### src/rtl/core/sad_pkg.sv
// ----------------------------------------------------------------------------
// Spectral anomaly detector package
// Shared widths, constants, register indexes and controller/datapath types.
// ----------------------------------------------------------------------------
package sad_pkg;

  localparam int unsigned LogDepthDef = 16;
  localparam int unsigned MaxBinsDef  = 1024;

  localparam int unsigned DataW  = 32;
  localparam int unsigned AngleW = 16;
  localparam int unsigned BinW   = 10;
  localparam int unsigned IdxW   = 8;
  localparam int unsigned CntW   = 5;
  localparam int unsigned CoolW  = 8;
  localparam int unsigned KindW  = 2;
  localparam int unsigned AddrW  = 4;

  localparam logic [DataW-1:0] ThreshReset   = 32'h0003_0000;
  localparam logic [DataW-1:0] ThreshOne     = 32'h0001_0000;
  localparam logic [CoolW-1:0] CooldownReset = 8'd10;

  localparam logic [KindW-1:0] KindBin   = 2'd0;
  localparam logic [KindW-1:0] KindRead  = 2'd1;
  localparam logic [KindW-1:0] KindClear = 2'd2;
  // Unused code; such a transaction is dropped without a result.
  localparam logic [KindW-1:0] KindRsvd  = 2'd3;

  localparam logic [AddrW-1:0] RegThreshold = 4'h0;
  localparam logic [AddrW-1:0] RegEnable    = 4'h4;
  localparam logic [AddrW-1:0] RegCooldown  = 4'h8;

  typedef struct packed {
    logic [KindW-1:0]         kind;
    logic [DataW-1:0]         magnitude;
    logic [DataW-1:0]         noise_floor;
    logic                     last_bin;
    logic signed [AngleW-1:0] x_angle;
    logic signed [AngleW-1:0] y_angle;
    logic [DataW-1:0]         energy;
    logic [DataW-1:0]         tick;
    logic [IdxW-1:0]          read_index;
  } in_item_t;

  typedef struct packed {
    logic                     anomaly;
    logic [DataW-1:0]         frame_deviation;
    logic [BinW-1:0]          frame_peak_bin;
    logic                     read_hit;
    logic [DataW-1:0]         log_tick;
    logic signed [AngleW-1:0] log_x_angle;
    logic signed [AngleW-1:0] log_y_angle;
    logic [DataW-1:0]         log_energy;
    logic [DataW-1:0]         log_deviation;
    logic [BinW-1:0]          log_peak_bin;
    logic [CntW-1:0]          valid_entries;
  } out_item_t;

  // Controller to datapath.
  typedef struct packed {
    logic capture;   // latch the accepted item
    logic div_start; // start the ratio division
    logic div_step;  // one restoring division step
    logic bin_upd;   // fold the ratio into the frame maximum
    logic frame_end; // close the frame, maybe log
    logic read_req;  // issue a log read
    logic read_out;  // form the read result
    logic clear;     // clear the log
  } cmd_t;

  // Datapath to controller.
  typedef struct packed {
    logic [KindW-1:0] kind;
    logic             floor_zero;
    logic             last_bin;
    logic             div_done;
  } sts_t;

endpackage

### src/rtl/core/sad_stream_if.sv
// ----------------------------------------------------------------------------
// Stream interface
// Valid/ready channel carrying one payload of a given type.
// ----------------------------------------------------------------------------
interface sad_stream_if #(
  parameter type payload_t = logic
);
  logic     valid;
  logic     ready;
  payload_t payload;

  modport source (output valid, output payload, input ready);
  modport sink (input valid, input payload, output ready);
endinterface

### src/rtl/core/sad_ctrl.sv
// ----------------------------------------------------------------------------
// Anomaly detector controller
// Sequences accept, division, frame close, log read, clear and result hand-off.
// ----------------------------------------------------------------------------
module sad_ctrl (
  input  logic          clk_i,
  input  logic          rst_ni,
  input  logic          in_valid_i,
  output logic          in_ready_o,
  output logic          out_valid_o,
  input  logic          out_ready_i,
  input  sad_pkg::sts_t sts_i,
  output sad_pkg::cmd_t cmd_o
);
  import sad_pkg::*;

  localparam logic [2:0] StIdle  = 3'd0;
  localparam logic [2:0] StDecode = 3'd1;
  localparam logic [2:0] StDiv   = 3'd2;
  localparam logic [2:0] StUpd   = 3'd3;
  localparam logic [2:0] StRead  = 3'd4;
  localparam logic [2:0] StRdOut = 3'd5;
  localparam logic [2:0] StOut   = 3'd6;

  logic [2:0] state_q, state_d;

  assign in_ready_o  = (state_q == StIdle);
  assign out_valid_o = (state_q == StOut);

  always_comb begin
    state_d = state_q;
    cmd_o   = '0;
    case (state_q)
      StIdle: begin
        if (in_valid_i) begin
          cmd_o.capture = 1'b1;
          state_d       = StDecode;
        end
      end
      StDecode: begin
        case (sts_i.kind)
          KindBin: begin
            if (sts_i.floor_zero) begin
              state_d = StUpd;
            end else begin
              cmd_o.div_start = 1'b1;
              state_d         = StDiv;
            end
          end
          KindRead: begin
            cmd_o.read_req = 1'b1;
            state_d        = StRead;
          end
          KindClear: begin
            cmd_o.clear = 1'b1;
            state_d     = StIdle;
          end
          default: state_d = StIdle;
        endcase
      end
      StDiv: begin
        cmd_o.div_step = 1'b1;
        if (sts_i.div_done) begin
          state_d = StUpd;
        end
      end
      StUpd: begin
        cmd_o.bin_upd = 1'b1;
        if (sts_i.last_bin) begin
          cmd_o.frame_end = 1'b1;
          state_d         = StOut;
        end else begin
          state_d = StIdle;
        end
      end
      StRead: begin
        cmd_o.read_out = 1'b1;
        state_d        = StRdOut;
      end
      StRdOut: state_d = StOut;
      StOut: begin
        if (out_ready_i) begin
          state_d = StIdle;
        end
      end
      default: state_d = StIdle;
    endcase
  end

  always_ff @(posedge clk_i or negedge rst_ni) begin
    if (!rst_ni) begin
      state_q <= StIdle;
    end else begin
      state_q <= state_d;
    end
  end

endmodule

### src/rtl/core/sad_datapath.sv
// ----------------------------------------------------------------------------
// Anomaly detector datapath
// Restoring divider, frame maximum, cooldown, log ring and result register.
// ----------------------------------------------------------------------------
module sad_datapath #(
  parameter int unsigned LogDepth = sad_pkg::LogDepthDef,
  parameter int unsigned MaxBins  = sad_pkg::MaxBinsDef
) (
  input  logic                         clk_i,
  input  logic                         rst_ni,
  input  sad_pkg::in_item_t            item_i,
  input  sad_pkg::cmd_t                cmd_i,
  output sad_pkg::sts_t                sts_o,
  input  logic [sad_pkg::DataW-1:0]    threshold_i,
  input  logic                         detect_enable_i,
  input  logic [sad_pkg::CoolW-1:0]    cooldown_frames_i,
  output sad_pkg::out_item_t           result_o
);
  import sad_pkg::*;

  localparam int unsigned PtrW  = (LogDepth > 1) ? $clog2(LogDepth) : 1;
  localparam int unsigned HeldW = $clog2(LogDepth + 1);
  localparam int unsigned BcW   = $clog2(MaxBins);
  localparam int unsigned QW    = 48;
  localparam int unsigned StepW = $clog2(QW + 1);
  localparam logic [BcW-1:0] BcTop = BcW'(MaxBins - 1);

  in_item_t item_q;

  // Restoring division of magnitude*65536 by floor, one quotient bit a cycle.
  logic [QW-1:0]    quo_q;
  logic [DataW:0]   rem_q;
  logic [StepW-1:0] step_q;
  logic [DataW:0]   rem_sh;
  logic [DataW:0]   rem_sub;
  logic             fits;

  assign rem_sh  = {rem_q[DataW-1:0], quo_q[QW-1]};
  assign rem_sub = rem_sh - {1'b0, item_q.noise_floor};
  assign fits    = (rem_sh >= {1'b0, item_q.noise_floor});

  always_ff @(posedge clk_i) begin
    if (cmd_i.capture) begin
      item_q <= item_i;
    end
    if (cmd_i.div_start) begin
      quo_q  <= {item_q.magnitude, 16'h0000};
      rem_q  <= '0;
      step_q <= StepW'(QW);
    end else if (cmd_i.div_step) begin
      rem_q  <= fits ? rem_sub : rem_sh;
      quo_q  <= {quo_q[QW-2:0], fits};
      step_q <= step_q - StepW'(1);
    end
  end

  assign sts_o.kind       = item_q.kind;
  assign sts_o.floor_zero = (item_q.noise_floor == '0);
  assign sts_o.last_bin   = item_q.last_bin;
  assign sts_o.div_done   = (step_q == StepW'(1));

  logic [DataW-1:0] ratio;
  assign ratio = (quo_q[QW-1:DataW] != '0) ? '1 : quo_q[DataW-1:0];

  logic [DataW-1:0] best_q;
  logic [BinW-1:0]  best_bin_q;
  logic [BcW-1:0]   bin_cnt_q;
  logic [CoolW-1:0] cool_q;
  logic [PtrW-1:0]  wptr_q;
  logic [HeldW-1:0] held_q;

  logic [DataW-1:0] cur_best;
  logic [BinW-1:0]  cur_bin;
  logic             take;
  logic             do_log;

  assign take     = !sts_o.floor_zero && (ratio > best_q);
  assign cur_best = take ? ratio : best_q;
  assign cur_bin  = take ? BinW'(bin_cnt_q) : best_bin_q;
  assign do_log   = cmd_i.frame_end && detect_enable_i && (cool_q == '0)
                    && (cur_best >= threshold_i);

  always_ff @(posedge clk_i or negedge rst_ni) begin
    if (!rst_ni) begin
      best_q     <= '0;
      best_bin_q <= '0;
      bin_cnt_q  <= '0;
      cool_q     <= '0;
      wptr_q     <= '0;
      held_q     <= '0;
    end else begin
      if (cmd_i.bin_upd) begin
        if (cmd_i.frame_end) begin
          best_q     <= '0;
          best_bin_q <= '0;
          bin_cnt_q  <= '0;
        end else begin
          best_q     <= cur_best;
          best_bin_q <= cur_bin;
          if (bin_cnt_q != BcTop) begin
            bin_cnt_q <= bin_cnt_q + BcW'(1);
          end
        end
      end
      if (cmd_i.frame_end && detect_enable_i && (cool_q != '0)) begin
        cool_q <= cool_q - CoolW'(1);
      end
      if (do_log) begin
        cool_q <= cooldown_frames_i;
        wptr_q <= (wptr_q == PtrW'(LogDepth - 1)) ? '0 : wptr_q + PtrW'(1);
        if (held_q != HeldW'(LogDepth)) begin
          held_q <= held_q + HeldW'(1);
        end
      end
      if (cmd_i.clear) begin
        wptr_q <= '0;
        held_q <= '0;
      end
    end
  end

  // Log ring memory, one wide word per entry.
  localparam int unsigned EntW = 4 * DataW + BinW;
  logic [EntW-1:0] log_mem [LogDepth];
  logic [EntW-1:0] rd_q;
  logic [PtrW-1:0] rd_addr;
  logic [PtrW:0]   rd_sum;
  logic            hit_q;

  assign rd_sum  = {1'b0, wptr_q} + PtrW'(LogDepth - 1)
                   - {1'b0, item_q.read_index[PtrW-1:0]};
  assign rd_addr = (rd_sum >= (PtrW+1)'(LogDepth)) ? PtrW'(rd_sum - (PtrW+1)'(LogDepth))
                                                  : rd_sum[PtrW-1:0];

  always_ff @(posedge clk_i) begin
    if (do_log) begin
      log_mem[wptr_q] <= {item_q.tick, item_q.x_angle, item_q.y_angle,
                          item_q.energy, cur_best, cur_bin};
    end
    if (cmd_i.read_req) begin
      rd_q  <= log_mem[rd_addr];
      hit_q <= ({{(IdxW+1-HeldW){1'b0}}, held_q} > {1'b0, item_q.read_index});
    end
  end

  logic [HeldW-1:0] held_next;
  assign held_next = (do_log && (held_q != HeldW'(LogDepth))) ? held_q + HeldW'(1)
                                                              : held_q;

  out_item_t res_d;

  always_comb begin
    res_d = '0;
    if (cmd_i.frame_end) begin
      res_d.anomaly         = do_log;
      res_d.frame_deviation = cur_best;
      res_d.frame_peak_bin  = cur_bin;
      res_d.valid_entries   = CntW'(held_next);
    end else begin
      res_d.valid_entries = CntW'(held_q);
      if (hit_q) begin
        res_d.read_hit      = 1'b1;
        res_d.log_tick      = rd_q[EntW-1 -: DataW];
        res_d.log_x_angle   = rd_q[EntW-DataW-1 -: AngleW];
        res_d.log_y_angle   = rd_q[EntW-DataW-AngleW-1 -: AngleW];
        res_d.log_energy    = rd_q[2*DataW+BinW-1 -: DataW];
        res_d.log_deviation = rd_q[DataW+BinW-1 -: DataW];
        res_d.log_peak_bin  = rd_q[BinW-1:0];
      end
    end
  end

  always_ff @(posedge clk_i) begin
    if (cmd_i.frame_end || cmd_i.read_out) begin
      result_o <= res_d;
    end
  end

endmodule

### src/rtl/core/sad_regs.sv
// ----------------------------------------------------------------------------
// Anomaly detector register file
// APB-style configuration registers with read-back.
// ----------------------------------------------------------------------------
module sad_regs (
  input  logic                        clk_i,
  input  logic                        rst_ni,
  input  logic                        psel,
  input  logic                        penable,
  input  logic                        pwrite,
  input  logic [sad_pkg::AddrW-1:0]   paddr,
  input  logic [31:0]                 pwdata,
  output logic [31:0]                 prdata,
  output logic [sad_pkg::DataW-1:0]   threshold_o,
  output logic                        detect_enable_o,
  output logic [sad_pkg::CoolW-1:0]   cooldown_frames_o
);
  import sad_pkg::*;

  logic wr;
  assign wr = psel && penable && pwrite;

  always_ff @(posedge clk_i or negedge rst_ni) begin
    if (!rst_ni) begin
      threshold_o       <= ThreshReset;
      detect_enable_o   <= 1'b0;
      cooldown_frames_o <= CooldownReset;
    end else if (wr) begin
      case (paddr)
        RegThreshold: begin
          if (pwdata > ThreshOne) begin
            threshold_o <= pwdata;
          end
        end
        RegEnable:   detect_enable_o   <= pwdata[0];
        RegCooldown: cooldown_frames_o <= pwdata[CoolW-1:0];
        default: ;
      endcase
    end
  end

  always_comb begin
    case (paddr)
      RegThreshold: prdata = threshold_o;
      RegEnable:    prdata = {31'd0, detect_enable_o};
      RegCooldown:  prdata = {24'd0, cooldown_frames_o};
      default:      prdata = '0;
    endcase
  end

endmodule

### src/rtl/core/spectral_anomaly_detector_log_top.sv
// ----------------------------------------------------------------------------
// Spectral anomaly detector top level
// Frame peak-ratio detector with a newest-first anomaly log.
// ----------------------------------------------------------------------------
// Items enter on in_if (valid/ready); results leave on out_if. A bin item
// with a nonzero floor passes accept, decode, 48 divider steps and update;
// one with a zero floor skips the divider. A frame's last bin then holds its
// result in the output register until taken. A log read passes accept,
// decode, log read and result forming before hand-off; a clear gives no
// result. One transaction is in flight at a time, and input ready stays low
// while a result waits, so a stalled receiver simply holds the block. Reset
// clears the frame state, the log count and pointer and the cooldown, and
// loads the register defaults; log contents are not cleared. Configuration
// must be written over the APB port while idle; this is not enforced.
// ----------------------------------------------------------------------------
module spectral_anomaly_detector_log_top #(
  parameter int unsigned LogDepth = sad_pkg::LogDepthDef,
  parameter int unsigned MaxBins  = sad_pkg::MaxBinsDef
) (
  input  logic                      clk_i,
  input  logic                      rst_ni,
  sad_stream_if.sink                in_if,
  sad_stream_if.source              out_if,
  input  logic                      psel,
  input  logic                      penable,
  input  logic                      pwrite,
  input  logic [sad_pkg::AddrW-1:0] paddr,
  input  logic [31:0]               pwdata,
  output logic [31:0]               prdata,
  output logic                      pready
);
  import sad_pkg::*;

  cmd_t             cmd;
  sts_t             sts;
  logic [DataW-1:0] threshold;
  logic             detect_enable;
  logic [CoolW-1:0] cooldown_frames;

  assign pready = 1'b1;

  sad_regs u_regs (
    .clk_i, .rst_ni, .psel, .penable, .pwrite, .paddr, .pwdata, .prdata,
    .threshold_o(threshold), .detect_enable_o(detect_enable),
    .cooldown_frames_o(cooldown_frames)
  );

  sad_ctrl u_ctrl (
    .clk_i, .rst_ni,
    .in_valid_i(in_if.valid), .in_ready_o(in_if.ready),
    .out_valid_o(out_if.valid), .out_ready_i(out_if.ready),
    .sts_i(sts), .cmd_o(cmd)
  );

  sad_datapath #(.LogDepth(LogDepth), .MaxBins(MaxBins)) u_dp (
    .clk_i, .rst_ni, .item_i(in_if.payload), .cmd_i(cmd), .sts_o(sts),
    .threshold_i(threshold), .detect_enable_i(detect_enable),
    .cooldown_frames_i(cooldown_frames), .result_o(out_if.payload)
  );

endmodule

### src/flat_wrapper.sv
// flat-port wrapper written by rule: the top's interface ports become plain ports
module spectral_anomaly_detector_log_top_flat import sad_pkg::*;
#(
  parameter int unsigned LogDepth = sad_pkg::LogDepthDef,
  parameter int unsigned MaxBins  = sad_pkg::MaxBinsDef
)
  (clk_i, rst_ni, psel, penable, pwrite, paddr, pwdata, prdata, pready, in_if_valid, in_if_payload, in_if_ready, out_if_valid, out_if_payload, out_if_ready);
  sad_stream_if #(.payload_t(in_item_t)) in_if_i ();
  sad_stream_if #(.payload_t(out_item_t)) out_if_i ();
  input  logic clk_i;
  input  logic rst_ni;
  input  logic psel;
  input  logic penable;
  input  logic pwrite;
  input  logic [sad_pkg::AddrW-1:0] paddr;
  input  logic [31:0] pwdata;
  output logic [31:0] prdata;
  output logic pready;
  input wire logic [$bits(in_if_i.valid)-1:0] in_if_valid;
  input wire logic [$bits(in_if_i.payload)-1:0] in_if_payload;
  output wire logic [$bits(in_if_i.ready)-1:0] in_if_ready;
  output wire logic [$bits(out_if_i.valid)-1:0] out_if_valid;
  output wire logic [$bits(out_if_i.payload)-1:0] out_if_payload;
  input wire logic [$bits(out_if_i.ready)-1:0] out_if_ready;
  assign in_if_i.valid = in_if_valid;
  assign in_if_i.payload = in_if_payload;
  assign in_if_ready = in_if_i.ready;
  assign out_if_valid = out_if_i.valid;
  assign out_if_payload = out_if_i.payload;
  assign out_if_i.ready = out_if_ready;
  spectral_anomaly_detector_log_top #(.LogDepth(LogDepth), .MaxBins(MaxBins)) u_core (.clk_i(clk_i), .rst_ni(rst_ni), .in_if(in_if_i), .out_if(out_if_i), .psel(psel), .penable(penable), .pwrite(pwrite), .paddr(paddr), .pwdata(pwdata), .prdata(prdata), .pready(pready));
endmodule
### config.mk
export PLATFORM = sky130hd
export DESIGN_NAME = spectral_anomaly_detector_log_top_flat
export DESIGN_NICKNAME = d
export VERILOG_FILES = /design/src/rtl/core/sad_pkg.sv /design/src/rtl/core/sad_stream_if.sv /design/src/rtl/core/sad_ctrl.sv /design/src/rtl/core/sad_datapath.sv /design/src/rtl/core/sad_regs.sv /design/src/rtl/core/spectral_anomaly_detector_log_top.sv /design/src/flat_wrapper.sv
export SDC_FILE = /design/constraint.sdc
export NUM_CORES = 2
export LEC_CHECK = 0
export ABC_CLOCK_PERIOD_IN_PS = 15700
export BUFFER_PORTS_ARGS = -buffer_cell sky130_fd_sc_hd__buf_2
export CAP_MARGIN = 25
export CORE_MARGIN = 4
export CORE_UTILIZATION = 45
export DETAILED_ROUTE_END_ITERATION = 16
export PLACE_DENSITY = 0.63
export SLEW_MARGIN = 5
export SYNTH_ARGS = -nofsm -noshare
export SYNTH_HDL_FRONTEND = slang
export SYNTH_SLANG_ARGS = --single-unit
### constraint.sdc
create_clock -name clk_i -period 15.7 [get_ports clk_i]
set_clock_uncertainty 0.1 [all_clocks]
set_input_delay 1.57 -clock clk_i [delete_from_list [all_inputs] [get_ports clk_i]]
set_output_delay 1.57 -clock clk_i [all_outputs]
set_load 0.02 [all_outputs]
==> results.sh <==
export IMPL_outcome="finished clean"
export IMPL_finish_instance_area_um2=129000
export IMPL_total_power_mw=16.3
export IMPL_number_of_global_route_vias_before_repair=60000
export IMPL_area_growth_synth_to_final_pct=14.2
export IMPL_tritoncts_num_buffers=318
export IMPL_report_final_setup_viol=0
export IMPL_initial_utilization_pct=45.4
export IMPL_ys_top_cells_by_area="edfxtp_1 (73%), mux4_2 (11%), dfrtp_1 (2.4%)"
export IMPL_io_pin_count=436
export IMPL_synth_edf_count=2737
export IMPL_gr_total_overflow=0
export IMPL_cts_sink_count=2904
export IMPL_clock_fmax_mhz=101
export IMPL_clkTransAtPathRegs_ns=0.06
export IMPL_route_vias_total=58400
export IMPL_multiInputGateArea_um2=25300
export IMPL_drtAntennaViolNets=0
export IMPL_syn_instance_count=5990
export IMPL_p_leak_nw=42.7
export IMPL_final_nets=6859
export IMPL_holdCritPathClass="reg -> reg"
export IMPL_post_synthesis_sequential_area_ratio_pct=76.1
export IMPL_critPathRequiredTime_ns=16.10
export IMPL_combined_flip_flop_and_latch_cell_area_um2=86100
export IMPL_cts_tree="yes"
export IMPL_number_of_input_and_output_port_buffers_inserted=434
export IMPL_route_final_wire_length_um=283000
export IMPL_crit_path_end_kind="flop"
export IMPL_grt_antenna_before_repair=12
export IMPL_cts_root_buf="clkbuf_16"
export IMPL_rsz0062_at_grt="no"
export IMPL_peakVddDrop_mv=0.122
export IMPL_finalWorstPathRequiredPeriod_ns=9.92
export IMPL_global_route_usage_total_pct=21.7
export IMPL_worst_slack_ns=5.78
export IMPL_timing_worst_setup_path_type="reg -> reg"
export IMPL_yosysTopAreaCellShare_pct=72.7
export IMPL_layout_cells_most_common_list="edfxtp_1 (2737), nand2_1 (642), mux4_2 (552), buf_2 (433), clkbuf_16 (321)"
export IMPL_final_max_slew_violation_count=0
export IMPL_final_common_cell="edfxtp_1"
export IMPL_placement_rows=183
export IMPL_cts_repair_resized=0
export IMPL_die_area_um2=259000
export IMPL_drt_iter0_markers=5705
export IMPL_clock_path_buffers=4
export IMPL_die_h_um=509
export IMPL_synthesis_area_per_instance_um2=18.9
export IMPL_post_synth_num_cell_types=81
export IMPL_hold_viol_final=0
export IMPL_drive_gt1_share_pct=24.9
export IMPL_worstSkewPairLatency_ns=0.94
export IMPL_netlist_top_cell_by_area="edfxtp_1"
export IMPL_syn_area_um2=113000
export IMPL_synth_flop_cell="edfxtp_1"
export IMPL_hold_buffers=0
export IMPL_post_place_setup_slack_ns=5.78
export IMPL_grt_start_max_net_pins=146
export IMPL_fill_cells=19800
export IMPL_detail_route_wl_per_cell_um=28.1
export IMPL_final_hpwl_from_detailed_placement_um=162000
export IMPL_asyncSetResetFlopFracSynth_pct=3.89
export IMPL_fin_util_pct=51.8
export IMPL_critical_path_arrival_ns=10.32
export IMPL_ys_warnings_count=0
export IMPL_post_cts_setup_buffer_count=0
export IMPL_cts_htree_levels=5
export IMPL_crit_fanout=66
export IMPL_avgViaCountPerCell=5.79
export IMPL_totalNegativeSetupSlack_ns=0
export IMPL_timing_max_slew_rel_slack_pct=27.5
export IMPL_synthesis_nets=6320
export IMPL_power_per_cell_area_nw_per_um2=126
export IMPL_die_x_um=509
export IMPL_worst_slew_pin_transition_ns=1.09
export IMPL_yosys_register_bits=2904
export IMPL_drc_errors=0
export IMPL_grt_first_pass_wirelength_um=415000
export IMPL_core_um2=249000
export IMPL_drtPass1Iterations=6
export IMPL_drv_max_cap_violation_count=0
export IMPL_critPathLaunchType="flop"
export IMPL_placement_cell_area_um2=119000
export IMPL_fin_crit_sh_pct=63.2
export IMPL_gp_congestion=0.819
[synth_stat cells (22+ instances only)]
library cell     n
clkbuf_1       220
nor3_1          31
and3_1         295
a31oi_1        146
inv_1          133
edfxtp_1      2737
nand2_1        644
mux4_2         552
xnor2_1         27
a22o_1          72
nand4_1         32
mux2_2          65
ha_1           114
dfrtp_1        109
dfxtp_1         54
a21oi_1         79
o21ai_0         66
nand3_1         41
nor4_1          34
a21o_1          38
buf_2           75
nor2_1          85
buf_1           22
and2_1          87
or2_2           35
[power breakdown]
group / leakage, nW / switching, mW / internal, mW
Combinational: 12.4 / 0.395 / 0.261
Sequential: 25.6 / 0.0629 / 8.49
Clock: 4.74 / 2.94 / 4.15
[stage by stage]
step / cells / hold slack, ns
6_report: 10100 / 0.366
5_1_grt: 10100 / 0.390
4_1_cts: 10100 / 0.359
3_5_place_dp: 9533 / 0.362
3_3_place_gp: 9531 / 0.358
2_1_floorplan: 5990 / 0.339
[per-layer routing]
metal  global-route usage, %  share of wire, %  vias to the layer above
met5                       0            0.0095                        -
li1                        -                 -                    24900
met3                    3.11               6.1                      435
met4                    5.95               2.7                        4
met1                    30.6                42                    30900
met2                    35.7                49                     2091
[state kept, by name, summed over array words and instances (netlist names)]
name,count
u_core.u_dp.rem_q,32
u_core.u_dp.wptr_q,4
u_core.u_regs.cooldown_frames_o,8
u_core.u_dp.best_q,32
u_core.u_dp.bin_cnt_q,10
u_core.u_dp.cool_q,8
u_core.u_dp.item_q,168
u_core.u_dp.held_q,5
u_core.u_dp.sts_o,3
u_core.u_dp.log_mem,2208
u_core.u_ctrl.state_q,3
u_core.u_dp.quo_q,48
u_core.u_dp.rd_q,138
u_core.u_dp.best_bin_q,10
u_core.u_regs.detect_enable_o,1
u_core.u_dp.result_o,187
u_core.u_dp.step_q,6
u_core.u_dp.hit_q,1
u_core.u_regs.threshold_o,32
[critical path, cell delays in order (launching register included)]
cell,delay (ns)
edfxtp_1,0.38
nor4_1,0.38
nand4_1,0.15
buf_4,0.26
or2_2,0.36
ha_1,0.30
nor2b_1,0.13
o21ai_0,0.14
nand2b_1,0.08
a21oi_1,0.32
o221ai_1,0.23
nand3_1,0.13
a211o_2,0.13
buf_4,0.69
mux2_2,0.57
ha_1,0.35
nand4_1,0.09
or2_2,0.29
nor3_1,0.36
o21ai_0,0.31
a21oi_1,0.39
o21ai_2,0.25
inv_1,0.41
and3_4,0.81
buf_4,0.88
buf_4,0.81
[cells by family (layout without fill, tap and decap cells)]
family / Yosys count / after routing / synth area share, %
AO/OA/AOI/OAI: 493 / 493 / 2.94
XOR/XNOR: 44 / 44 / 0.341
adder cells (fa/ha/maj): 116 / 116 / 1.30
buffers and inverters: 460 / 1223 / 1.65
flip-flops: 2904 / 2904 / 76.1
multiplexers: 643 / 643 / 11.9
other: 1 / 3 / 0.00332
AND/OR/NAND/NOR: 1329 / 1329 / 5.70
[final cells by class]
type | instances | share of cell area (%)
Clock buffer | 376 | 6.39
Antenna cell | 2 | 0.00388
Sequential cell | 2904 | 66.7
Timing Repair Buffer | 544 | 2.52
Inverter | 135 | 0.392
Tap cell | 3330 | 3.23
Clock inverter | 168 | 1.16
Multi-Input combinational cell | 2626 | 19.6
[worst paths after layout]
check / from / endpoint / slack, ns / cells after the start
max: u_core.u_dp.quo_q[42]$_DFFE_PP_ / u_core.u_dp.log_mem[2][63]$_DFFE_PP_ / 5.78 / 25
min: u_core.u_dp.quo_q[5]$_SDFFE_PP0P_ / u_core.u_dp.quo_q[6]$_SDFFE_PP0P_ / 0.37 / 2
max reg2reg: u_core.u_dp.quo_q[42]$_DFFE_PP_ / u_core.u_dp.log_mem[2][63]$_DFFE_PP_ / 5.78 / 25
min reg2reg: u_core.u_dp.quo_q[5]$_SDFFE_PP0P_ / u_core.u_dp.quo_q[6]$_SDFFE_PP0P_ / 0.37 / 2
max in group asynchronous: rst_ni / u_core.u_regs.cooldown_frames_o[5]$_DFFE_PN0P_ / 13.44 / 2
min in group asynchronous: rst_ni / u_core.u_ctrl.state_q[0]$_DFFE_PN0P_ / 0.60 / 1
Power figures use the tool's default switching activity.
